--- config.mk ---
export PLATFORM = sky130hd
export DESIGN_NAME = imu_motion_feature_extractor
export DESIGN_NICKNAME = d
export VERILOG_FILES = /design/src/hw/rtl/imfe_pkg.sv /design/src/hw/rtl/imu_motion_feature_extractor.sv /design/src/hw/rtl/imfe_sqrt.sv /design/src/hw/rtl/imfe_div.sv /design/src/hw/rtl/imfe_dp.sv /design/src/hw/rtl/imfe_ctrl.sv
export SDC_FILE = /design/constraint.sdc
export NUM_CORES = 2
export LEC_CHECK = 0
export BUFFER_PORTS_ARGS = -buffer_cell sky130_fd_sc_hd__buf_2
export CAP_MARGIN = 40
export CORE_MARGIN = 2
export CORE_UTILIZATION = 60
export DETAILED_ROUTE_END_ITERATION = 6
export PLACE_DENSITY_LB_ADDON = 0.2
export SLEW_MARGIN = 25
export SYNTH_ARGS = -nofsm -noshare
export SYNTH_HDL_FRONTEND = slang
export SYNTH_SLANG_ARGS = --single-unit
--- constraint.sdc ---
create_clock -name clk -period 29.5 [get_ports clk]
set_clock_uncertainty 0.2 [all_clocks]
set_input_delay 1.475 -clock clk [delete_from_list [all_inputs] [get_ports clk]]
set_output_delay 1.475 -clock clk [all_outputs]
set_load 0.02 [all_outputs]
--- src/hw/rtl/imfe_pkg.sv ---
// Shared types, constants and the control sequence of the IMU motion feature extractor.
// No dependencies; every other file imports this package.
`default_nettype none
package imfe_pkg;

	// Bands per axis and derived widths
	localparam int BANDS_PER_AXIS = 8;
	localparam int BAND_CNT_W     = (2 * BANDS_PER_AXIS > 2) ? $clog2(2 * BANDS_PER_AXIS) : 1;
	localparam int BAND_W         = $clog2(BANDS_PER_AXIS + 1) + 19;

	// Fixed-point constants
	localparam logic [16:0] ONE_Q15   = 17'd32768;
	localparam logic [16:0] ONE_Q16   = 17'h10000;
	localparam logic [16:0] W_GYRO    = 17'd42598;
	localparam logic [16:0] W_ACCEL   = 17'd22938;
	localparam logic [16:0] MAG_MAX   = 17'h1FFFF;
	localparam logic [23:0] SPEED_MAX = 24'hFFFFFF;

	// Configuration register indexes
	localparam logic [2:0] REG_SPEED_ALPHA = 3'd0;
	localparam logic [2:0] REG_LEVEL_ALPHA = 3'd1;
	localparam logic [2:0] REG_GYRO_FS     = 3'd2;
	localparam logic [2:0] REG_LEVEL_FS    = 3'd3;
	localparam logic [2:0] REG_GRAVITY     = 3'd4;

	// Datapath operations, one per cycle while the controller runs; it pauses while a unit is busy
	typedef enum logic [5:0] {
		OP_NONE,
		OP_LOAD,
		OP_SQ_GX, OP_SQ_GY, OP_SQ_GZ,
		OP_SQ_AX, OP_SQ_AY, OP_SQ_AZ,
		OP_SQRT,
		OP_GLEN, OP_ALEN,
		OP_RX0, OP_RX1, OP_RAWX,
		OP_RY0, OP_RY1, OP_RAWY,
		OP_SMX0, OP_SMX1, OP_SXW,
		OP_SMY0, OP_SMY1, OP_SYW,
		OP_DIV_X, OP_SXN,
		OP_DIV_Y, OP_SYN,
		OP_DIV_L, OP_INST,
		OP_SML0, OP_SML1, OP_LVW,
		OP_SQ_SXN, OP_SQ_SYN,
		OP_SLEN
	} op_t;

	typedef struct packed {
		op_t  op;
		logic band_load;
	} dp_cmd_t;

	typedef struct packed {
		logic busy;
		logic out_free;
		logic band_last;
	} dp_status_t;

	localparam int          PROG_LEN  = 35;
	localparam logic [5:0]  PROG_LAST = 6'(PROG_LEN - 1);

	// Per-sample operation sequence
	function automatic op_t prog_op(input logic [5:0] pc);
		op_t op;
		case (pc)
			6'd0:  op = OP_SQ_GX;
			6'd1:  op = OP_SQ_GY;
			6'd2:  op = OP_SQ_GZ;
			6'd3:  op = OP_SQRT;
			6'd4:  op = OP_GLEN;
			6'd5:  op = OP_SQ_AX;
			6'd6:  op = OP_SQ_AY;
			6'd7:  op = OP_SQ_AZ;
			6'd8:  op = OP_SQRT;
			6'd9:  op = OP_ALEN;
			6'd10: op = OP_RX0;
			6'd11: op = OP_RX1;
			6'd12: op = OP_RAWX;
			6'd13: op = OP_RY0;
			6'd14: op = OP_RY1;
			6'd15: op = OP_RAWY;
			6'd16: op = OP_SMX0;
			6'd17: op = OP_SMX1;
			6'd18: op = OP_SXW;
			6'd19: op = OP_SMY0;
			6'd20: op = OP_SMY1;
			6'd21: op = OP_SYW;
			6'd22: op = OP_DIV_X;
			6'd23: op = OP_SXN;
			6'd24: op = OP_DIV_Y;
			6'd25: op = OP_SYN;
			6'd26: op = OP_DIV_L;
			6'd27: op = OP_INST;
			6'd28: op = OP_SML0;
			6'd29: op = OP_SML1;
			6'd30: op = OP_LVW;
			6'd31: op = OP_SQ_SXN;
			6'd32: op = OP_SQ_SYN;
			6'd33: op = OP_SQRT;
			6'd34: op = OP_SLEN;
			default: op = OP_NONE;
		endcase
		return op;
	endfunction

	// Operations that start a multi-cycle unit
	function automatic logic op_uses_unit(input op_t op);
		return (op == OP_SQRT) || (op == OP_DIV_X) || (op == OP_DIV_Y) || (op == OP_DIV_L);
	endfunction

	// Absolute value of a 16-bit two's complement word
	function automatic logic [16:0] abs16(input logic [15:0] v);
		return v[15] ? (17'h10000 - {1'b0, v}) : {1'b0, v};
	endfunction

endpackage
`default_nettype wire

--- src/hw/rtl/imu_motion_feature_extractor.sv ---
// IMU motion feature extractor, top level: controller plus datapath.
// From sample accept to the first band result the controller runs three roots and three
// divisions on shared units plus the multiply-accumulate steps; a division whose quotient
// saturates at once skips its iterations. A new sample is accepted only after all 16 band
// results of the last one are emitted; they follow one per cycle while the output is not stalled.
// Reset (arst_n low) clears the smoothing state and loads defaults.
// Depends on imfe_pkg, imfe_ctrl and imfe_dp.
`default_nettype none
module imu_motion_feature_extractor
	import imfe_pkg::*;
(
	input  wire logic               clk,
	input  wire logic               arst_n,
	input  wire logic               cfg_we,
	input  wire logic [2:0]         cfg_index,
	input  wire logic [15:0]        cfg_data,
	input  wire logic               in_valid,
	output logic                    in_ready,
	input  wire logic signed [15:0] gyro_x,
	input  wire logic signed [15:0] gyro_y,
	input  wire logic signed [15:0] gyro_z,
	input  wire logic signed [15:0] accel_x,
	input  wire logic signed [15:0] accel_y,
	input  wire logic signed [15:0] accel_z,
	output logic                    out_valid,
	input  wire logic               out_ready,
	output logic [16:0]             motion_magnitude,
	output logic [15:0]             speed_x_norm,
	output logic [15:0]             speed_y_norm,
	output logic [15:0]             level_smooth,
	output logic [15:0]             onset_value,
	output logic [3:0]              band_number,
	output logic [15:0]             band_level,
	output logic                    last_band
);

	dp_cmd_t    cmd;
	dp_status_t status;

	imfe_ctrl u_ctrl (
		.clk      (clk),
		.arst_n   (arst_n),
		.in_valid (in_valid),
		.in_ready (in_ready),
		.status   (status),
		.cmd      (cmd)
	);

	imfe_dp u_dp (
		.clk              (clk),
		.arst_n           (arst_n),
		.cmd              (cmd),
		.status           (status),
		.cfg_we           (cfg_we),
		.cfg_index        (cfg_index),
		.cfg_data         (cfg_data),
		.gyro_x           (gyro_x),
		.gyro_y           (gyro_y),
		.gyro_z           (gyro_z),
		.accel_x          (accel_x),
		.accel_y          (accel_y),
		.accel_z          (accel_z),
		.out_valid        (out_valid),
		.out_ready        (out_ready),
		.motion_magnitude (motion_magnitude),
		.speed_x_norm     (speed_x_norm),
		.speed_y_norm     (speed_y_norm),
		.level_smooth     (level_smooth),
		.onset_value      (onset_value),
		.band_number      (band_number),
		.band_level       (band_level),
		.last_band        (last_band)
	);

endmodule
`default_nettype wire

--- src/hw/rtl/imfe_sqrt.sv ---
// Iterative floor square root, 32-bit operand, one root bit per cycle.
// Depends on imfe_pkg.
`default_nettype none
module imfe_sqrt
	import imfe_pkg::*;
(
	input  wire logic        clk,
	input  wire logic        arst_n,
	input  wire logic        start,
	input  wire logic [31:0] x,
	output logic             busy,
	output logic [15:0]      root
);

	logic [31:0] x_q;
	logic [17:0] rem_q;
	logic [15:0] root_q;
	logic [4:0]  cnt_q;
	logic        busy_q;

	logic [19:0] rem_w;
	logic [19:0] trial;
	logic        take;

	// Restoring step
	always_comb begin
		rem_w = {rem_q, x_q[31:30]};
		trial = {2'b00, root_q, 2'b01};
		take  = rem_w >= trial;
	end

	always_ff @(posedge clk or negedge arst_n) begin
		if (!arst_n) begin
			busy_q <= 1'b0;
			cnt_q  <= '0;
		end else if (start) begin
			busy_q <= 1'b1;
			cnt_q  <= 5'd16;
		end else if (busy_q) begin
			cnt_q <= cnt_q - 5'd1;
			if (cnt_q == 5'd1) begin
				busy_q <= 1'b0;
			end
		end
	end

	always_ff @(posedge clk) begin
		if (start) begin
			x_q    <= x;
			rem_q  <= '0;
			root_q <= '0;
		end else if (busy_q) begin
			x_q    <= {x_q[29:0], 2'b00};
			rem_q  <= take ? 18'(rem_w - trial) : rem_w[17:0];
			root_q <= {root_q[14:0], take};
		end
	end

	assign busy = busy_q;
	assign root = root_q;

endmodule
`default_nettype wire

--- src/hw/rtl/imfe_div.sv ---
// Iterative normalizing divider: quotient clamped to 1.0 in Q1.15, one bit per cycle.
// Depends on imfe_pkg.
`default_nettype none
module imfe_div
	import imfe_pkg::*;
(
	input  wire logic        clk,
	input  wire logic        arst_n,
	input  wire logic        start,
	input  wire logic [31:0] num,
	input  wire logic [15:0] den,
	output logic             busy,
	output logic [15:0]      quot
);

	logic [15:0] den_q;
	logic [15:0] rem_q;
	logic [16:0] num_q;
	logic [16:0] q_q;
	logic [4:0]  cnt_q;
	logic        busy_q;

	logic [15:0] den_eff;
	logic        ovf;
	logic [16:0] t;
	logic        take;

	// Zero divisor acts as one; a quotient of 2^17 or more saturates at once
	always_comb begin
		den_eff = (den == 16'd0) ? 16'd1 : den;
		ovf     = {1'b0, num[31:17]} >= den_eff;
		t       = {rem_q, num_q[16]};
		take    = t >= {1'b0, den_q};
	end

	always_ff @(posedge clk or negedge arst_n) begin
		if (!arst_n) begin
			busy_q <= 1'b0;
			cnt_q  <= '0;
		end else if (start) begin
			busy_q <= !ovf;
			cnt_q  <= 5'd17;
		end else if (busy_q) begin
			cnt_q <= cnt_q - 5'd1;
			if (cnt_q == 5'd1) begin
				busy_q <= 1'b0;
			end
		end
	end

	always_ff @(posedge clk) begin
		if (start) begin
			den_q <= den_eff;
			rem_q <= {1'b0, num[31:17]};
			num_q <= num[16:0];
			q_q   <= ovf ? ONE_Q15 : 17'd0;
		end else if (busy_q) begin
			rem_q <= take ? 16'(t - {1'b0, den_q}) : t[15:0];
			num_q <= {num_q[15:0], 1'b0};
			q_q   <= {q_q[15:0], take};
		end
	end

	assign busy = busy_q;
	assign quot = (q_q > ONE_Q15) ? ONE_Q15[15:0] : q_q[15:0];

endmodule
`default_nettype wire

--- src/hw/rtl/imfe_dp.sv ---
// Datapath: config registers, shared multiply-accumulate, state, band generator, output register.
// Depends on imfe_pkg, imfe_sqrt and imfe_div.
`default_nettype none
module imfe_dp
	import imfe_pkg::*;
(
	input  wire logic               clk,
	input  wire logic               arst_n,
	input  wire dp_cmd_t            cmd,
	output dp_status_t              status,
	input  wire logic               cfg_we,
	input  wire logic [2:0]         cfg_index,
	input  wire logic [15:0]        cfg_data,
	input  wire logic signed [15:0] gyro_x,
	input  wire logic signed [15:0] gyro_y,
	input  wire logic signed [15:0] gyro_z,
	input  wire logic signed [15:0] accel_x,
	input  wire logic signed [15:0] accel_y,
	input  wire logic signed [15:0] accel_z,
	output logic                    out_valid,
	input  wire logic               out_ready,
	output logic [16:0]             motion_magnitude,
	output logic [15:0]             speed_x_norm,
	output logic [15:0]             speed_y_norm,
	output logic [15:0]             level_smooth,
	output logic [15:0]             onset_value,
	output logic [3:0]              band_number,
	output logic [15:0]             band_level,
	output logic                    last_band
);

	// Configuration
	logic [15:0] speed_alpha_q;
	logic [15:0] level_alpha_q;
	logic [14:0] gyro_fs_q;
	logic [15:0] level_fs_q;
	logic [14:0] gravity_q;

	always_ff @(posedge clk or negedge arst_n) begin
		if (!arst_n) begin
			speed_alpha_q <= 16'd22938;
			level_alpha_q <= 16'd16384;
			gyro_fs_q     <= 15'd2048;
			level_fs_q    <= 16'd5120;
			gravity_q     <= 15'd2511;
		end else if (cfg_we) begin
			case (cfg_index)
				REG_SPEED_ALPHA: speed_alpha_q <= cfg_data;
				REG_LEVEL_ALPHA: level_alpha_q <= cfg_data;
				REG_GYRO_FS:     gyro_fs_q     <= cfg_data[14:0];
				REG_LEVEL_FS:    level_fs_q    <= cfg_data;
				REG_GRAVITY:     gravity_q     <= cfg_data[14:0];
				default: ;
			endcase
		end
	end

	// Sample and intermediate registers
	logic [16:0] gx_q, gy_q, gz_q, ax_q, ay_q, az_q;
	logic [15:0] glen_q;
	logic [16:0] mag_q;
	logic [23:0] rawx_q, rawy_q;
	logic [15:0] sxn_q, syn_q, inst_q, onset_q;
	logic [41:0] acc_q;

	// Persistent smoothing state
	logic [23:0] sx_q, sy_q;
	logic [16:0] lvl_q;
	logic [16:0] prev_q;

	// Shared units
	logic        sqrt_start, div_start;
	logic        sqrt_busy, div_busy;
	logic [15:0] root;
	logic [15:0] quot;
	logic [31:0] div_num;
	logic [15:0] div_den;

	assign sqrt_start = (cmd.op == OP_SQRT);
	assign div_start  = (cmd.op == OP_DIV_X) || (cmd.op == OP_DIV_Y) || (cmd.op == OP_DIV_L);

	always_comb begin
		case (cmd.op)
			OP_DIV_X: begin
				div_num = {1'b0, sx_q, 7'd0};
				div_den = {1'b0, gyro_fs_q};
			end
			OP_DIV_Y: begin
				div_num = {1'b0, sy_q, 7'd0};
				div_den = {1'b0, gyro_fs_q};
			end
			default: begin
				div_num = {mag_q, 15'd0};
				div_den = level_fs_q;
			end
		endcase
	end

	imfe_sqrt u_sqrt (
		.clk    (clk),
		.arst_n (arst_n),
		.start  (sqrt_start),
		.x      (acc_q[31:0]),
		.busy   (sqrt_busy),
		.root   (root)
	);

	imfe_div u_div (
		.clk    (clk),
		.arst_n (arst_n),
		.start  (div_start),
		.num    (div_num),
		.den    (div_den),
		.busy   (div_busy),
		.quot   (quot)
	);

	// Multiply-accumulate operand selection
	logic [23:0] mac_a;
	logic [16:0] mac_b;
	logic [41:0] mac_init;
	logic        mac_en, mac_clr;
	logic [40:0] prod;

	always_comb begin
		mac_a    = '0;
		mac_b    = '0;
		mac_init = '0;
		mac_en   = 1'b1;
		mac_clr  = 1'b0;
		case (cmd.op)
			OP_SQ_GX:  begin mac_a = 24'(gx_q); mac_b = gx_q; mac_clr = 1'b1; end
			OP_SQ_GY:  begin mac_a = 24'(gy_q); mac_b = gy_q; end
			OP_SQ_GZ:  begin mac_a = 24'(gz_q); mac_b = gz_q; end
			OP_SQ_AX:  begin mac_a = 24'(ax_q); mac_b = ax_q; mac_clr = 1'b1; end
			OP_SQ_AY:  begin mac_a = 24'(ay_q); mac_b = ay_q; end
			OP_SQ_AZ:  begin mac_a = 24'(az_q); mac_b = az_q; end
			OP_RX0: begin
				mac_a = 24'(gz_q); mac_b = W_GYRO; mac_clr = 1'b1; mac_init = 42'd128;
			end
			OP_RX1:    begin mac_a = 24'(ax_q); mac_b = W_ACCEL; end
			OP_RY0: begin
				mac_a = 24'(gx_q); mac_b = W_GYRO; mac_clr = 1'b1; mac_init = 42'd128;
			end
			OP_RY1:    begin mac_a = 24'(ay_q); mac_b = W_ACCEL; end
			OP_SMX0: begin
				mac_a = sx_q; mac_b = ONE_Q16 - {1'b0, speed_alpha_q};
				mac_clr = 1'b1; mac_init = 42'd32768;
			end
			OP_SMX1:   begin mac_a = rawx_q; mac_b = {1'b0, speed_alpha_q}; end
			OP_SMY0: begin
				mac_a = sy_q; mac_b = ONE_Q16 - {1'b0, speed_alpha_q};
				mac_clr = 1'b1; mac_init = 42'd32768;
			end
			OP_SMY1:   begin mac_a = rawy_q; mac_b = {1'b0, speed_alpha_q}; end
			OP_SML0: begin
				mac_a = 24'(lvl_q); mac_b = ONE_Q16 - {1'b0, level_alpha_q};
				mac_clr = 1'b1; mac_init = 42'd32768;
			end
			OP_SML1:   begin mac_a = 24'(inst_q); mac_b = {1'b0, level_alpha_q}; end
			OP_SQ_SXN: begin mac_a = 24'(sxn_q); mac_b = 17'(sxn_q); mac_clr = 1'b1; end
			OP_SQ_SYN: begin mac_a = 24'(syn_q); mac_b = 17'(syn_q); end
			default:   mac_en = 1'b0;
		endcase
		prod = 41'(mac_a) * 41'(mac_b);
	end

	// Magnitude, raw-speed saturation and onset
	logic [16:0] dev;
	logic [17:0] msum;
	logic [23:0] raw_sat;
	logic [16:0] slen_w;
	logic [16:0] rise;

	always_comb begin
		dev     = ({1'b0, root} >= {2'b00, gravity_q}) ? 17'({1'b0, root} - {2'b00, gravity_q})
		                                               : 17'({2'b00, gravity_q} - {1'b0, root});
		msum    = {2'b00, glen_q} + {1'b0, dev};
		raw_sat = (acc_q[41:32] != 10'd0) ? SPEED_MAX : acc_q[31:8];
		slen_w  = {1'b0, root};
		rise    = (slen_w > prev_q) ? (slen_w - prev_q) : 17'd0;
	end

	// Operation results
	always_ff @(posedge clk) begin
		if (mac_en) begin
			acc_q <= (mac_clr ? mac_init : acc_q) + 42'(prod);
		end
		case (cmd.op)
			OP_LOAD: begin
				gx_q <= abs16(gyro_x);
				gy_q <= abs16(gyro_y);
				gz_q <= abs16(gyro_z);
				ax_q <= abs16(accel_x);
				ay_q <= abs16(accel_y);
				az_q <= abs16(accel_z);
			end
			OP_GLEN: glen_q <= root;
			OP_ALEN: mag_q  <= msum[17] ? MAG_MAX : msum[16:0];
			OP_RAWX: rawx_q <= raw_sat;
			OP_RAWY: rawy_q <= raw_sat;
			OP_SXN:  sxn_q  <= quot;
			OP_SYN:  syn_q  <= quot;
			OP_INST: inst_q <= quot;
			OP_SLEN: onset_q <= (rise > ONE_Q15) ? ONE_Q15[15:0] : rise[15:0];
			default: ;
		endcase
	end

	// Smoothing state and previous length
	always_ff @(posedge clk or negedge arst_n) begin
		if (!arst_n) begin
			sx_q   <= '0;
			sy_q   <= '0;
			lvl_q  <= '0;
			prev_q <= '0;
		end else begin
			case (cmd.op)
				OP_SXW:  sx_q   <= acc_q[39:16];
				OP_SYW:  sy_q   <= acc_q[39:16];
				OP_LVW:  lvl_q  <= acc_q[32:16];
				OP_SLEN: prev_q <= slen_w;
				default: ;
			endcase
		end
	end

	// Band counters
	logic [BAND_CNT_W-1:0] k_q;
	logic [BAND_CNT_W-1:0] idx_q;
	logic                  axis_q;
	logic                  band_last;
	logic                  idx_wrap;

	assign band_last = (k_q == BAND_CNT_W'(2 * BANDS_PER_AXIS - 1));
	assign idx_wrap  = (idx_q == BAND_CNT_W'(BANDS_PER_AXIS - 1));

	always_ff @(posedge clk or negedge arst_n) begin
		if (!arst_n) begin
			k_q    <= '0;
			idx_q  <= '0;
			axis_q <= 1'b0;
		end else if (cmd.band_load) begin
			if (band_last) begin
				k_q    <= '0;
				idx_q  <= '0;
				axis_q <= 1'b0;
			end else begin
				k_q <= k_q + 1'b1;
				if (idx_wrap) begin
					idx_q  <= '0;
					axis_q <= 1'b1;
				end else begin
					idx_q <= idx_q + 1'b1;
				end
			end
		end
	end

	// Triangular band activation
	logic [15:0]           band_v;
	logic [BAND_W-1:0]     vb, center, band_dist;
	logic [15:0]           act;
	logic [BAND_CNT_W+3:0] k_ext;

	always_comb begin
		band_v    = axis_q ? syn_q : sxn_q;
		vb        = BAND_W'(band_v) * BAND_W'(BANDS_PER_AXIS);
		center    = BAND_W'({idx_q, 1'b1, 14'd0});
		band_dist = (vb >= center) ? (vb - center) : (center - vb);
		act       = (band_dist < BAND_W'(ONE_Q15)) ? 16'(ONE_Q15 - 17'(band_dist[14:0])) : 16'd0;
		k_ext     = {4'd0, k_q};
	end

	// Output register
	logic out_valid_q;

	always_ff @(posedge clk or negedge arst_n) begin
		if (!arst_n) begin
			out_valid_q <= 1'b0;
		end else if (cmd.band_load) begin
			out_valid_q <= 1'b1;
		end else if (out_ready) begin
			out_valid_q <= 1'b0;
		end
	end

	always_ff @(posedge clk) begin
		if (cmd.band_load) begin
			motion_magnitude <= mag_q;
			speed_x_norm     <= sxn_q;
			speed_y_norm     <= syn_q;
			level_smooth     <= lvl_q[15:0];
			onset_value      <= onset_q;
			band_number      <= k_ext[3:0];
			band_level       <= act;
			last_band        <= band_last;
		end
	end

	assign out_valid        = out_valid_q;
	assign status.busy      = sqrt_busy || div_busy;
	assign status.out_free  = !out_valid_q || out_ready;
	assign status.band_last = band_last;

endmodule
`default_nettype wire

--- src/hw/rtl/imfe_ctrl.sv ---
// Controller: steps through the per-sample operation sequence, waits on units, emits bands.
// Depends on imfe_pkg.
`default_nettype none
module imfe_ctrl
	import imfe_pkg::*;
(
	input  wire logic       clk,
	input  wire logic       arst_n,
	input  wire logic       in_valid,
	output logic            in_ready,
	input  wire dp_status_t status,
	output dp_cmd_t         cmd
);

	typedef enum logic [1:0] {
		ST_IDLE,
		ST_RUN,
		ST_WAIT,
		ST_EMIT
	} state_t;

	state_t     state_q;
	logic [5:0] pc_q;
	op_t        cur_op;

	assign cur_op = prog_op(pc_q);

	// Command decode
	always_comb begin
		cmd.op        = OP_NONE;
		cmd.band_load = 1'b0;
		case (state_q)
			ST_IDLE: cmd.op = in_valid ? OP_LOAD : OP_NONE;
			ST_RUN:  cmd.op = cur_op;
			ST_EMIT: cmd.band_load = status.out_free;
			default: ;
		endcase
	end

	assign in_ready = (state_q == ST_IDLE);

	// State and sequence counter
	always_ff @(posedge clk or negedge arst_n) begin
		if (!arst_n) begin
			state_q <= ST_IDLE;
			pc_q    <= '0;
		end else begin
			case (state_q)
				ST_IDLE: begin
					if (in_valid) begin
						state_q <= ST_RUN;
						pc_q    <= '0;
					end
				end
				ST_RUN: begin
					if (op_uses_unit(cur_op)) begin
						state_q <= ST_WAIT;
					end else if (pc_q == PROG_LAST) begin
						state_q <= ST_EMIT;
					end else begin
						pc_q <= pc_q + 6'd1;
					end
				end
				ST_WAIT: begin
					if (!status.busy) begin
						state_q <= ST_RUN;
						pc_q    <= pc_q + 6'd1;
					end
				end
				ST_EMIT: begin
					if (status.out_free && status.band_last) begin
						state_q <= ST_IDLE;
					end
				end
				default: state_q <= ST_IDLE;
			endcase
		end
	end

endmodule
`default_nettype wire
==> flow_summary_export.csv <==
group,metric,value,unit
floorplan,die_x,295,um
detailed_routing,wl,151000,um
min_path,whs_endpoint,"u_dp.onset_value[4]$_DFFE_PP_",
setup_path,regToRegEndpoint,"u_dp.acc_q[41]$_DFFE_PP_",
logic_synthesis,synthCells,4880,
sta,period_share,0.406,
sta,fin_setup_tns,0,ps
sta,hold_viol_final,0,
logic_synthesis,yosysMostFrequentCell,"inv_1",
min_path,min_from,"u_dp.onset_q[4]$_SDFFCE_PN0N_",
logic_synthesis,synth_edf_count,478,
floorplan,rows,106,
clocking,cts_setup_buffers,0,
setup_path,critPathSlowestCell,"a2111oi_2",
global_routing,grt_pass1_wl,230000,um
setup_path,crit_path_start_kind,"flop",
global_routing,grt_pass1_vias,38700,
logic_synthesis,synth-seq-cells,702,
detailed_routing,wl_per_cell,24.1,um
clocking,cts-resized-gates,0,
clocking,path_clk_slew,60,ps
clocking,clk_latency,660,ps
placed_design,gp_congestion,1.01,
setup_path,r2r_start,"u_ctrl.pc_q[0]$_DFFE_PN0P_",
detailed_routing,avgViaCountPerCell,6.18,
min_path,hold_depth,0,
clocking,hold_buffers,0,
clocking,cts_made_buffers,79,
floorplan,io_pins,224,
detailed_routing,ant_nets,0,
placed_design,dp_cells,6116,
placed_design,dpl_cell_area,53400,um2
finish,nNetsFinal,5828,
placed_design,port_buffers,220,
logic_synthesis,synth_area_leaders,"edfxtp_1 (28%), fa_1 (15%), dfrtp_1 (8.3%)",
run,drv_cap,0,
logic_synthesis,async_reset_ff_frac,0.269,
clocking,clockBufferDepth,3,
logic_synthesis,synth_seq_area_share,0.389,
run_status,outcome,"finished clean",
setup_path,crit_required,29660,ps
logic_synthesis,synth_area,50900,um2
setup_path,crit_arrival,12130,ps
logic_synthesis,synth_top_area_cell,"edfxtp_1",
setup_path,regToRegSetupSlack,17530,ps
clocking,htreeDepth,3,
global_routing,antenna_found_initial,3,
clocking,cts_tree,"done",
sta,finalCriticalPeriod,11970,ps
finish,layout.cells.non_filler,6277,
clocking,clockRootBuffer,"clkbuf_16",
logic_synthesis,synth_top_area_frac,0.282,
detailed_routing,route.detailed.drc,0,
setup_path,rr_worst_depth,38,
sta,slew_violations,0,
detailed_routing,drt_iter0_drc,4244,
floorplan,die_h,295,um
logic_synthesis,yosys_warnings,0,
setup_path,timing.critical_path.mode_cell,"fa_1",
setup_path,critPathCaptureType,"flop",
sta,worst_slew_pin_slew,1090,ps
setup_path,slowest_delay,800,ps
logic_synthesis,postSynthAreaPerCell,10.4,um2
detailed_routing,vias,38800,
floorplan,die_area,87100,um2
sta,max_freq,83.5,MHz
global_routing,grt-ovfl-total,0,
finish,postLayoutCellArea,56300,um2
global_routing,grt_max_degree,94,
min_path,min_path_type,"reg2reg",
logic_synthesis,synth_common_cells,"inv_1 (628), nand2_1 (580), edfxtp_1 (478), fa_1 (377), nor2_1 (312)",
detailed_routing,drtPass1Iterations,7,
floorplan,start_util,0.607,
clocking,clkSinkCount,702,
logic_synthesis,synth-main-ff-cell,"edfxtp_1",
sta,rsz0062_at_grt,"no",
finish,drive_gt1_frac,0.141,
floorplan,core,83800,um2
logic_synthesis,ys_types,100,
placed_design,dp_hpwl,114000,um
setup_path,cp_max_fo,35,
sta,setup_viol,0,
sta,slew_headroom,0.274,
finish,syn2layout_area_growth,10.6,%
setup_path,criticalPathCategory,"reg2reg",
global_routing,groute.usage.overall,0.351,
-- worst max-delay path: cells and delay by family, from the launching register on --
family | cells | cell delay (ps)
compound gates | 7 | 2330
xor+xnor | 1 | 80
fa+ha+maj | 9 | 4010
buf+inv | 7 | 1240
flops | 1 | 610
mux | 2 | 620
simple gates | 12 | 2550
-- layer usage --
layer,GRT usage,part of all wire
met1,0.458,0.39
met2,0.547,0.45
met3,0.0748,0.099
met4,0.201,0.067
met5,0,0.00016
-- how the worst max path moves through the flow --
stage	from	end	slack, ps
after global routing	u_ctrl.pc_q[0]$_DFFE_PN0P_	u_dp.acc_q[41]$_DFFE_PP_	16900
final	u_ctrl.pc_q[0]$_DFFE_PN0P_	u_dp.acc_q[41]$_DFFE_PP_	17530
after CTS	u_ctrl.pc_q[0]$_DFFE_PN0P_	u_dp.acc_q[41]$_DFFE_PP_	17720
after global placement	u_ctrl.pc_q[0]$_DFFE_PN0P_	u_dp.acc_q[41]$_DFFE_PP_	17570
after detailed placement	u_ctrl.pc_q[0]$_DFFE_PN0P_	u_dp.acc_q[41]$_DFFE_PP_	17800
after floorplan	in_valid	u_dp.acc_q[41]$_DFFE_PP_	19110
-- kinds of logic (layout without fill, tap and decap cells) --
group	after synthesis	after routing	share of synthesized area
mux	243	243	0.0520
xor+xnor	212	212	0.0365
fa+ha+maj	633	633	0.211
other cells	1	10	0.0000737
simple gates	1430	1430	0.134
compound gates	828	828	0.113
buf+inv	831	1085	0.0640
flops	702	702	0.389
-- layout by cell type, fill, tap and decap left out, drive strengths merged, types with 33 or more instances in the layout --
cell    synthesis  layout
o31ai          35      35
dfxtp          35      35
buf            90     305
o21ai         166     166
or2            37      37
fa            377     377
a211oi         54      54
nor2          315     315
a222oi         46      46
a22oi          58      58
edfxtp        478     478
nor3           54      54
and3           48      48
nand2b         49      49
nand4          40      40
xor2           57      57
mux2          171     171
inv           629     634
mux2i          72      72
a221oi         35      35
ha            256     256
dfrtp         169     169
a21oi         165     165
a21o           60      60
xnor2         155     155
nand3          53      53
nand2         581     581
nor2b          57      57
a31oi          33      33
and2           74      74
clkbuf        111      97
-- flip-flops by register name, indices dropped and copies added, names as in the netlist, 17 cells and up --
register and cells:
u_dp.sy_q 24, u_dp.gz_q 17, u_dp.az_q 17, u_dp.rawx_q 24, u_dp.ay_q 17, u_dp.mag_q 17, u_dp.ax_q 17, u_dp.gy_q 17
u_dp.rawy_q 24, u_dp.sx_q 24, u_dp.u_sqrt.x_q 32, u_dp.u_sqrt.rem_q 18, u_dp.gx_q 17, u_dp.motion_magnitude 17, u_dp.acc_q 42, u_dp.u_div.q_q 17
u_dp.lvl_q 17
-- through the flow --
stage | setup WS (ps) | utilization | hold slack, ps
floorplan | 19110 | - | 200
global placement | 17570 | 0.634 | 202
detailed placement | 17800 | 0.637 | 206
CTS | 17720 | 0.669 | 217
global route | 16900 | 0.671 | 226
finish | 17530 | 0.671 | 220
-- cell type report --
class                      count  area [um2]
multi-input combinational   3355       28000
fill                        6480       27600
sequential                   702       19800
inverter                     630        2370
clock buffer                  95        2050
timing repair buffer         307        1950
tap                         1134        1420
clock inverter                53         676
antenna                        1        2.50
Power is not shown: default switching activity piles up to over one toggle a cycle in this logic, so the estimate is an artifact.
